**src/design/cti_ram.sv**
```systemverilog
// generic single-write, single-read ram with registered read data
`default_nettype none

module cti_ram #(
  parameter int WIDTH = 32,
  parameter int DEPTH = 32
) (
  input  wire logic                     clk,
  input  wire logic                     we,
  input  wire logic [$clog2(DEPTH)-1:0] waddr,
  input  wire logic [WIDTH-1:0]         wdata,
  input  wire logic [$clog2(DEPTH)-1:0] raddr,
  output logic      [WIDTH-1:0]         rdata
);

  logic [WIDTH-1:0] mem [DEPTH];

  always_ff @(posedge clk) begin
    if (we) begin
      mem[waddr] <= wdata;
    end
    rdata <= mem[raddr];
  end

endmodule

`default_nettype wire
```
**config.mk**
```make
export PLATFORM = sky130hd
export DESIGN_NAME = cti_ram
export DESIGN_NICKNAME = d
export VERILOG_FILES = /design/src/design/cti_ram.sv
export SDC_FILE = /design/constraint.sdc
export NUM_CORES = 1
export LEC_CHECK = 0
export ABC_AREA = 1
export BUFFER_PORTS_ARGS = -buffer_cell sky130_fd_sc_hd__buf_2
export CORE_AREA = 8 8 421 423
export CTS_CLUSTER_DIAMETER = 60
export DETAILED_ROUTE_END_ITERATION = 8
export DIE_AREA = 0 0 429 431
export PLACE_DENSITY_LB_ADDON = 0.2
export SLEW_MARGIN = 20
export SYNTH_ARGS = -nofsm -noshare
export SYNTH_HDL_FRONTEND = slang
export SYNTH_SLANG_ARGS = --single-unit
```
**constraint.sdc**
```tcl
create_clock -name clk -period 2.6 [get_ports clk]
set_input_delay 0.13 -clock clk [delete_from_list [all_inputs] [get_ports clk]]
set_output_delay 0.13 -clock clk [all_outputs]
set_load 0.005 [all_outputs]
```
Yosys cells after proc, flatten, opt, wreduce, memory -nomap -nowiden. Memories as Yosys holds them, arrays and structs flattened. A register that Yosys moved wholly into a read port is not among the register bits. Cells that the tools add are included.

Reductions and logical operators: 0. Mux-type cells: 2. Divide/modulo/power cells: 0. Shift-type cells: 0. $lt $le $gt $ge: 0. $mul: 0. $add $sub $neg: 0. Bitwise operators: 0. Equal/unequal tests: 0.

Operators by type and width (number): 2-to-1 mux 1 bit (2).

Input port bits: 44. Output and inout port bits: 32. Memories: 1. Flip-flop bits (word level): 0. Latch bits: 0. Bits in writable memories: 1024. Memory bits (read-only): 0. Logic and storage cells: 3.

Memory list: mem (words 32, width 32, rd ports 1, clocked after memory_dff 1, wr ports 1, line 16) `logic [WIDTH-1:0] mem [DEPTH];`.

Logic depth before layout (Yosys ltp). Gate-level depths: netlist of the first run.

Word-level depth: 2. Gate-level depth with buffers: 12. Gate-level depth less buffers: 9.

Worst setup path after synthesis of the first run. No wires, ideal clock.

Kind: input to register. Start point: input port waddr[0]. End point: memory mem[8][0] (enable). Setup time: 0.421 ns. Data arrival time: 1.785 ns. Data required time: 2.179 ns. Path buffers: 0. Cell stages on the path: 3. Slack: 0.394 ns. Cells stage by stage: inv_1 nand3_1 nor2_1.

RTL lines: start: declaration (line 10) `input wire logic [$clog2(DEPTH)-1:0] waddr,`; end: declaration (line 16).

No word-level cell before the write port.

Final worst setup path of the first run.
Start point: register rdata[15], read port of mem. End point: output port rdata[15].

RTL lines: start: declaration (line 13) `output logic [WIDTH-1:0] rdata`.

No word-level cell between the ends.

==> results.py, run 1 <==
metrics = {
    "cells_and_area": {
        "layout.nets": 3711,
        "stdcell_count": 6003,
        "syn_to_final_growth_pct": 17.7,
        "layout-drive-gt1-share": 0.108,
        "final_cell_mix": "nand2_1 (1440), edfxtp_1 (1024), nand3_1 (780)",
        "final_common_cell": "nand2_1",
        "filler_cell_count": 17400,
        "seq_area_mm2": 0.0314,
        "fin_area_mm2": 0.0499,
        "multi_input_area_mm2": 0.00967,
    },
    "power_and_ir_drop": {
        "p_leak_nw": 17.9,
        "p_per_area_mw_per_mm2": 752,
        "vdd.ir_drop.worst_mv": 0.548,
    },
    "sta": {
        "worst_pin_slew_ns": 0.740,
        "fin_skew_ns": 0.0169,
        "setup_viol": 0,
        "max_freq_mhz": 628,
        "fin_crit_sh": 0.612,
        "min_period_ns": 1.59,
        "tns_ns": 0,
        "hold_violations": 0,
        "slew_headroom": 0.507,
        "finalMaxSlewViolations": 0,
        "rsz0062_at_grt": "no",
    },
    "global_route": {
        "grt_pass1_wl_um": 194000,
        "grt_pass1_vias": 26200,
        "grtUsageTotal": 0.142,
        "grt.met3_usage": 0.0216,
        "gr-usage-met2": 0.241,
        "grt_antenna_before_repair": 9,
        "busiest_layer": "met2",
        "grt_max_degree": 102,
        "overflow": 0,
        "met1_usage": 0.186,
    },
    "synth": {
        "syn_inst": 3536,
        "ys_top_cells_by_area": "edfxtp_1 (73%), nand2_1 (13%), nand3_1 (9.2%)",
        "yosys.area.top_type": "edfxtp_1",
        "synth.distinct_cells": 14,
        "synth_fp_nets": 3580,
        "yosysSeqAreaShare": 0.740,
        "synth_top_area_frac": 0.725,
        "yosys_warnings": 0,
        "avgSynthCellArea_um2": 12.0,
        "synth-seq-cells": 1056,
        "synth_area_mm2": 0.0424,
    },
    "die": {
        "die_y_um": 431,
        "pin_count": 76,
        "rows": 152,
        "start_util": 0.249,
        "die-area_mm2": 0.185,
        "core_mm2": 0.171,
        "die_w_um": 429,
    },
    "clocking": {
        "cts_resized": 0,
        "htree_levels": 3,
        "cts_tree": "built",
        "clk_latency_ns": 0.71,
        "cts-root-buf": "clkbuf_16",
        "path_clk_slew_ns": 0.06,
        "cts.sinks": 1056,
        "cts_buffers": 113,
        "clock_path_buffers": 3,
    },
    "placed_design": {
        "hpwlAfterDp_um": 72700,
        "port_buffers": 75,
        "gp_congestion": 0.734,
        "dpl_cell_area_mm2": 0.0458,
        "dp_cells": 5752,
    },
    "routing": {
        "wl_per_cell_um": 22.5,
        "wl_um": 135000,
        "post-route-drc-count": 0,
        "firstDrtPassIters": 5,
        "vias": 26800,
        "ant_nets": 0,
        "via_per_inst": 4.46,
        "drt_iter0_markers": 1998,
    },
    "setup_path": {
        "endpoint_kind": "output pin",
        "cp_num_buf_inv": 1,
        "critical_path_required_ns": 2.47,
        "worst_path_max_delay_cell": "dfxtp_1",
        "crit_type": "reg2out",
        "startpoint_type": "flop",
        "worst_path_largest_cell_delay_ns": 0.55,
        "critical_path.max_fanout": 1,
        "cp_cell_sequence": "buf_2",
        "cp.arrival_ns": 1.46,
        "cpLargestDelayFamily": "flip-flops",
    },
    "status": {
        "status": "finished clean",
    },
    "flow_run": {
        "maxCapViolCount": 0,
    },
    "hold_path": {
        "min_path_type": "in2reg",
    },
}
## metrics by stage
stage	util	hold WS, ns	worst slack, ns	total power [mW]
global route	0.292	0.140	0.906	38.8
CTS	0.292	0.0552	0.916	38.0
finish	0.293	0.0854	1.01	37.5
global placement	0.269	0.515	0.563	21.7
detailed placement	0.269	0.519	0.569	21.7
floorplan	-	0.229	0.394	20.6
## worst paths after layout
path                                            from                end  slack [ns]  depth (start not counted)
worst max-delay path               rdata[15]$_DFF_P_          rdata[15]        1.01                          1
worst min-delay path                        raddr[1]   rdata[4]$_DFF_P_        0.09                          8
worst max register to register  mem[0][21]$_DFFE_PP_  rdata[21]$_DFF_P_        1.28                          8
worst min register to register  mem[2][26]$_DFFE_PP_  rdata[26]$_DFF_P_        0.74                          8
## registers in the layout (all words and copies together), names as in the netlist
name   flops
mem     1024
rdata     32
## per-layer routing
layer | wire (um) | share of wire
met5 | 38 | 0.00028
met3 | 4830 | 0.036
met1 | 60800 | 0.45
met4 | 4180 | 0.031
met2 | 65300 | 0.48
## synth_stat cells
cell and instances:
buf_4 24, nand2_1 1440, nand3_1 780, buf_8 3, buf_6 66, buf_2 83
inv_1 7, inv_2 2, inv_8 1, nor2_1 32, clkbuf_1 24, buf_1 18
dfxtp_1 32, edfxtp_1 1024
## kinds of logic (layout without fill, tap and decap cells)
kind of cell,count (synthesis),count (layout),synth area share
other,0,5,0
DFF,1056,1056,0.740
and+or+nand+nor,2252,2252,0.222
buffers and inverters,228,457,0.0374
## area by class of cell
| cell class | instances | share of cell area |
|---|---|---|
| Antenna cell | 5 | 0.000251 |
| Clock buffer | 175 | 0.0668 |
| Clock inverter | 38 | 0.00767 |
| Inverter | 10 | 0.00155 |
| Multi-Input combinational cell | 2252 | 0.194 |
| Sequential cell | 1056 | 0.629 |
| Tap cell | 2233 | 0.0560 |
| Timing Repair Buffer | 234 | 0.0450 |
## power breakdown
group          internal (mW)  switching, mW  leakage (nW)
Sequential              18.9          0.104          9.49
Clock                   9.48           6.68          1.82
Combinational          0.644           1.68          6.58
Total                   29.0           8.47          17.9
## timing repair
item / 4_1_cts / 5_1_grt
hold buffers: 33 / 0
setup buffers: 0 / 0
hold endpoints to repair: 1046 / 0
(Power assumes the default switching activity.)
==> inputs of run 2 (changes only) <==
--- a/config.mk
+++ b/config.mk
@@ -5,12 +5,12 @@
 export SDC_FILE = /design/constraint.sdc
 export NUM_CORES = 1
 export LEC_CHECK = 0
-export ABC_AREA = 1
+export ABC_AREA = 0
 export BUFFER_PORTS_ARGS = -buffer_cell sky130_fd_sc_hd__buf_2
-export CORE_AREA = 8 8 421 423
+export CORE_AREA = 8 8 412 414
 export CTS_CLUSTER_DIAMETER = 60
 export DETAILED_ROUTE_END_ITERATION = 8
-export DIE_AREA = 0 0 429 431
+export DIE_AREA = 0 0 420 422
 export PLACE_DENSITY_LB_ADDON = 0.2
 export SLEW_MARGIN = 20
 export SYNTH_ARGS = -nofsm -noshare
==> constraint.sdc (replaced) <==
create_clock -name clk -period 1.3 [get_ports clk]
set_input_delay 0.065 -clock clk [delete_from_list [all_inputs] [get_ports clk]]
set_output_delay 0.065 -clock clk [all_outputs]
set_load 0.005 [all_outputs]
==> results.py, run 2 <==
metrics = {
    "die": {
        "pin_count": 76,
        "rows": 149,
        "start_util": 0.248,
        "die_y_um": 422,
        "die_w_um": 420,
        "die-area_mm2": 0.177,
        "core_mm2": 0.163,
    },
    "setup_path": {
        "reg2reg_to": "rdata[11]$_DFF_P_",
        "critical_path.startpoint": "mem[3][11]$_DFFE_PP_",
        "timing.rr.start": "mem[3][11]$_DFFE_PP_",
        "critical_path.max_fanout": 1,
        "worst_path_max_delay_cell": "edfxtp_1",
        "ff2ff_path_depth": 5,
        "cpLargestDelayFamily": "compound AO/OA/AOI/OAI gates",
        "crit_path_end": "rdata[11]$_DFF_P_",
        "crit_type": "reg2reg",
        "cp.depth": 5,
        "startpoint_type": "flop",
        "cp_cell_sequence": "mux2i_1 > a22o_1 > nor3_1 > a31oi_1 > nand3_2",
        "endpoint_kind": "flop",
        "critical_path_required_ns": 1.84,
        "cp_num_buf_inv": 0,
        "r2r_slack_ns": -0.14,
        "worst_path_largest_cell_delay_ns": 0.35,
        "cp.arrival_ns": 1.99,
    },
    "power_and_ir_drop": {
        "p_switching_mw": 16.7,
        "internal_power_mw": 59.1,
        "pwr-share-comb": 0.059,
        "vdd.ir_drop.worst_mv": 1.08,
        "clockPowerShare": 0.438,
        "seqPwrFrac": 0.503,
        "total_power_mw": 75.8,
        "p_per_area_mw_per_mm2": 1480,
        "p_sw_frac": 0.220,
        "p_leak_nw": 17.8,
    },
    "clocking": {
        "clock_path_buffers": 3,
        "cts_buffers": 116,
        "path_clk_slew_ns": 0.06,
        "cts-root-buf": "clkbuf_16",
        "cts_tree": "built",
        "clk_latency_ns": 0.74,
        "cts.sinks": 1056,
        "htree_levels": 3,
    },
    "flow_run": {
        "maxCapViolCount": 0,
    },
    "sta": {
        "min_period_ns": 1.44,
        "tns_ns": -0.311,
        "max_freq_mhz": 692,
        "finalMaxSlewViolations": 0,
        "worst_slack_ns": -0.144,
        "hold_violations": 0,
        "setup_viol": 5,
        "slew_headroom": 0.573,
        "fin_crit_sh": 1.11,
        "worst_pin_slew_ns": 0.640,
        "rsz0062_at_grt": "yes",
        "fin_skew_ns": 0.0470,
    },
    "synth": {
        "synth_top_family_by_area": "multiplexers",
        "synth-seq-cells": 1056,
        "netlist_top_cells_count": "edfxtp_1 (1024), mux2i_1 (512), nand2_1 (98), nand3_1 (98)",
        "yosys_warnings": 0,
        "synth.distinct_cells": 25,
        "synth_fa_ha_area_frac": 0,
        "avgSynthCellArea_um2": 17.9,
        "ys.flop_type": "edfxtp_1",
        "yosysSeqAreaShare": 0.775,
        "synth_edf_count": 1024,
        "syn_inst": 2260,
        "synth-xor-area-share": 0,
        "synth_top_area_frac": 0.760,
        "post_synth_mux_area_share": 0.127,
        "synth.most_common_cell": "edfxtp_1",
        "synth_compound_area_frac": 0.0485,
        "yosys.area.top_type": "edfxtp_1",
        "yosys.area_share.simple": 0.0310,
        "synth_area_mm2": 0.0405,
        "ys_top_cells_by_area": "edfxtp_1 (76%), mux2i_1 (13%), a22oi_1 (1.8%)",
        "synth_fp_nets": 2304,
        "ys_async_sr_fraction": 0,
    },
    "cells_and_area": {
        "layout.nets": 2671,
        "layout-drive-gt1-share": 0.229,
        "regMostFlops": "mem",
        "fin_area_mm2": 0.0511,
        "filler_cell_count": 15900,
        "final_cell_mix": "edfxtp_1 (1024), mux2i_1 (510), buf_4 (163)",
        "fin_util": 0.313,
        "largest_reg_flops": 1024,
        "reg_top3": "mem x1024, rdata x32",
        "final_common_cell": "edfxtp_1",
        "syn_to_final_growth_pct": 26.3,
    },
    "status": {
        "status": "finished, violations left",
        "violations": "setup timing",
    },
    "global_route": {
        "grt_pass1_wl_um": 169000,
        "grt_antenna_before_repair": 5,
        "overflow": 0,
        "grtUsageTotal": 0.131,
        "grt_pass1_vias": 22600,
        "grt_max_degree": 33,
    },
    "routing": {
        "wl_um": 119000,
        "firstDrtPassIters": 5,
        "via_per_inst": 4.41,
        "route.met3.wl_um": 4770,
        "post-route-drc-count": 0,
        "met2_length_um": 59500,
        "met1_length_um": 52600,
        "drt_iter0_markers": 1450,
        "top_layer": "met5",
        "wl_per_cell_um": 24.3,
        "ant_nets": 0,
        "vias": 21700,
    },
    "placed_design": {
        "dpl_cell_area_mm2": 0.0465,
        "hpwlAfterDp_um": 73900,
        "port_buffers": 75,
        "gp_congestion": 0.762,
        "dp_slack_ns": -0.694,
    },
    "hold_path": {
        "min_path_type": "in2reg",
    },
}
run 2: worst min path at each step:
stage	to	startpoint	depth (start not counted)	slack [ns]
4_1_cts	rdata[15]$_DFF_P_	raddr[0]	6	0.005
5_1_grt	rdata[21]$_DFF_P_	raddr[2]	6	0.06
2_1_floorplan	mem[0][0]$_DFFE_PP_	wdata[0]	0	0.16
3_5_place_dp	rdata[1]	rdata[1]$_DFF_P_	1	0.45
3_3_place_gp	rdata[1]	rdata[1]$_DFF_P_	1	0.45
6_report	rdata[23]$_DFF_P_	raddr[2]	6	0.07
run 2: timing repair:
action | CTS | global route
setup endpoints to repair | 41 | 35
pin swaps | 21 | 30
endpoints found under the hold margin | 1028 | 0
gates resized for setup | 86 | 15
hold buffers | 34 | 0
buffers inserted | 0 | 0
run 2: worst register-to-register path, cell delays in order, from the launching register on:
cell and delay, ns:
edfxtp_1 0.35, mux2i_1 0.20, a22o_1 0.15, nor3_1 0.04, a31oi_1 0.30, nand3_2 0.20
run 2: power groups by stage:
stage | combinational, mW | clock (mW) | sequential (mW)
floorplan | 2.01 | 0 | 38.7
global placement | 4.25 | 0 | 38.8
detailed placement | 4.31 | 0 | 38.8
CTS | 4.58 | 34.0 | 38.1
global route | 4.83 | 35.3 | 38.1
finish | 4.48 | 33.2 | 38.1
run 2: cell families (layout without fill, tap and decap cells):
family,count (synthesis),after routing
AOI/OAI and AO/OA,288,288
buffers and inverters,127,598
DFF,1056,1056
muxes,512,512
other,0,3
and+or+nand+nor,277,277
run 2: layer usage:
| metal | GRT usage | vias to the layer above |
|---|---|---|
| met5 | 0 | - |
| met4 | 0.0363 | 2 |
| met3 | 0.0211 | 148 |
| met2 | 0.225 | 421 |
| met1 | 0.171 | 11400 |
| li1 | - | 9748 |
run 2: final cells by class:
class	count	area, um2	area share
Clock inverter	61	642	0.0126
Clock buffer	161	3270	0.0640
Sequential cell	1056	31400	0.615
Timing Repair Buffer	376	4190	0.0820
Antenna cell	3	7.51	0.000147
Multi-Input combinational cell	1077	8830	0.173
Tap cell	2189	2740	0.0536
run 2: through the flow:
stage                     hold WS, ns  std cells
final                          0.0667       4923
after global routing           0.0610       4922
after global placement          0.454       4667
after floorplan                 0.164       2260
after CTS                     0.00456       4922
after detailed placement        0.451       4667
==> inputs of run 3 (changes only) <==
--- a/config.mk
+++ b/config.mk
@@ -8,9 +8,11 @@
 export ABC_AREA = 0
 export BUFFER_PORTS_ARGS = -buffer_cell sky130_fd_sc_hd__buf_2
 export CORE_AREA = 8 8 412 414
+export CTS_BUF_LIST = sky130_fd_sc_hd__clkbuf_2
 export CTS_CLUSTER_DIAMETER = 60
 export DETAILED_ROUTE_END_ITERATION = 8
 export DIE_AREA = 0 0 420 422
+export HOLD_SLACK_MARGIN = 0.12
 export PLACE_DENSITY_LB_ADDON = 0.2
 export SLEW_MARGIN = 20
 export SYNTH_ARGS = -nofsm -noshare
==> results.py, run 3 (synthesized netlist as in run 2, its figures left out) <==
metrics = {
    "status": {
        "status": "finished, violations left",
        "violations": "setup timing",
    },
    "global_route": {
        "overflow": 0,
        "grt_pass1_wl_um": 173000,
        "grt_pass1_vias": 24600,
        "grt_antenna_before_repair": 4,
        "grt_max_degree": 33,
        "grtUsageTotal": 0.135,
    },
    "clocking": {
        "path_clk_slew_ns": 0.09,
        "cts_buffers": 296,
        "clk_latency_ns": 1.65,
        "htree_levels": 5,
        "clock_path_buffers": 4,
        "cts_tree": "built",
        "cts-root-buf": "clkbuf_2",
        "cts.sinks": 1056,
    },
    "setup_path": {
        "cp.depth": 1,
        "worst_path_largest_cell_delay_ns": 0.40,
        "critical_path.startpoint": "rdata[10]$_DFF_P_",
        "critical_path_required_ns": 1.24,
        "endpoint_kind": "output pin",
        "timing.rr.start": "mem[2][11]$_DFFE_PP_",
        "ff2ff_path_depth": 5,
        "cpLargestDelayFamily": "flip-flops",
        "reg2reg_to": "rdata[11]$_DFF_P_",
        "critical_path.max_fanout": 1,
        "crit_path_end": "rdata[10]",
        "cp_cell_sequence": "buf_6",
        "crit_type": "reg2out",
        "cp.arrival_ns": 2.15,
        "startpoint_type": "flop",
        "worst_path_max_delay_cell": "dfxtp_4",
        "cp_num_buf_inv": 1,
        "r2r_slack_ns": -0.26,
    },
    "routing": {
        "firstDrtPassIters": 5,
        "wl_per_cell_um": 23.2,
        "ant_nets": 0,
        "vias": 23000,
        "drt_iter0_markers": 1487,
        "via_per_inst": 4.34,
        "wl_um": 123000,
        "post-route-drc-count": 0,
    },
    "sta": {
        "min_period_ns": 2.21,
        "fin_skew_ns": 0.157,
        "worst_pin_slew_ns": 1.10,
        "slew_headroom": 0.264,
        "finalMaxSlewViolations": 0,
        "hold_violations": 0,
        "max_freq_mhz": 452,
        "setup_viol": 78,
        "tns_ns": -30.03,
        "worst_slack_ns": -0.914,
        "rsz0062_at_grt": "yes",
        "holdWs_ns": 0.245,
        "fin_crit_sh": 1.70,
    },
    "placed_design": {
        "hpwlAfterDp_um": 73900,
        "port_buffers": 75,
        "gp_congestion": 0.762,
    },
    "power_and_ir_drop": {
        "p_leak_nw": 18.3,
        "p_per_area_mw_per_mm2": 1290,
        "vdd.ir_drop.worst_mv": 0.662,
        "total_power_mw": 65.7,
    },
    "die": {
        "die-area_mm2": 0.177,
        "core_mm2": 0.163,
        "die_w_um": 420,
        "die_y_um": 422,
        "start_util": 0.248,
        "rows": 149,
        "pin_count": 76,
    },
    "cells_and_area": {
        "reg_top3": "mem x1024, rdata x32",
        "layout.nets": 2948,
        "syn_to_final_growth_pct": 25.4,
        "layout-drive-gt1-share": 0.294,
        "final_cell_mix": "edfxtp_1 (1024), mux2i_1 (512), clkbuf_2 (420)",
        "final_common_cell": "edfxtp_1",
        "multi_input_area_mm2": 0.00889,
        "seq_area_mm2": 0.0315,
        "filler_cell_count": 16300,
        "largest_reg_flops": 1024,
        "regMostFlops": "mem",
    },
    "flow_run": {
        "maxCapViolCount": 0,
    },
    "hold_path": {
        "min_path_type": "in2reg",
    },
}
## run 3: changes by cell type in the layout (fill, tap and decap cells not counted), moves of 8 or more
cell,change
clkinv_2,-8
dlygate4sd3_1,+73
buf_2,+14
clkbuf_8,-16
clkinv_1,+54
clkbuf_1,-27
clkbuf_16,-116
clkbuf_2,+420
## run 3: cell type report
type / count / area share
Sequential cell: 1056 / 0.619
Clock buffer: 420 / 0.0414
Timing Repair Buffer: 473 / 0.102
Clock inverter: 88 / 0.00803
Multi-Input combinational cell: 1077 / 0.175
Tap cell: 2189 / 0.0539
Antenna cell: 5 / 0.000246
## run 3: metrics by stage
step	util	instances	cell area [um2]	setup slack, ns
2_1_floorplan	-	2260	40800	-0.449
3_3_place_gp	0.284	4667	46500	-0.661
3_5_place_dp	0.284	4667	46500	-0.694
4_1_cts	0.309	5277	50500	-1.22
5_1_grt	0.311	5307	50800	-1.14
6_report	0.311	5308	50800	-0.914
## run 3: worst min path at each step
stage,from,end,slack [ns],cells after the start
after floorplan,wdata[0],mem[0][0]$_DFFE_PP_,0.16,0
after global placement,rdata[1]$_DFF_P_,rdata[1],0.45,1
after detailed placement,rdata[1]$_DFF_P_,rdata[1],0.45,1
after CTS,wdata[22],mem[9][22]$_DFFE_PP_,0.12,3
after global routing,wdata[24],mem[23][24]$_DFFE_PP_,0.11,4
final,raddr[0],rdata[16]$_DFF_P_,0.25,10
## run 3: routing by layer
layer  wire length (um)  global-route usage  share of wire  vias up
met3               5400              0.0302          0.044      198
li1                   -                   -              -    10500
met4               2940              0.0442          0.024        2
met5                 12                   0       0.000097        -
met1              53200               0.170           0.43    11800
met2              61700               0.229           0.50      584
## run 3: repair_timing
action | CTS | global route
gates cloned | 0 | 2
resized for setup | 100 | 23
pin swaps | 23 | 44
endpoints found under the hold margin | 2080 | 1526
buffers inserted | 0 | 2
hold buffers | 104 | 30
endpoints found under the setup margin | 47 | 77
## run 3: where the power goes
part	leakage (nW)	switching, mW	internal (mW)	total [mW]
sequential	9.50	0.227	37.8	38.1
combinational	6.85	2.69	2.07	4.76
clock	1.95	13.8	9.07	22.9
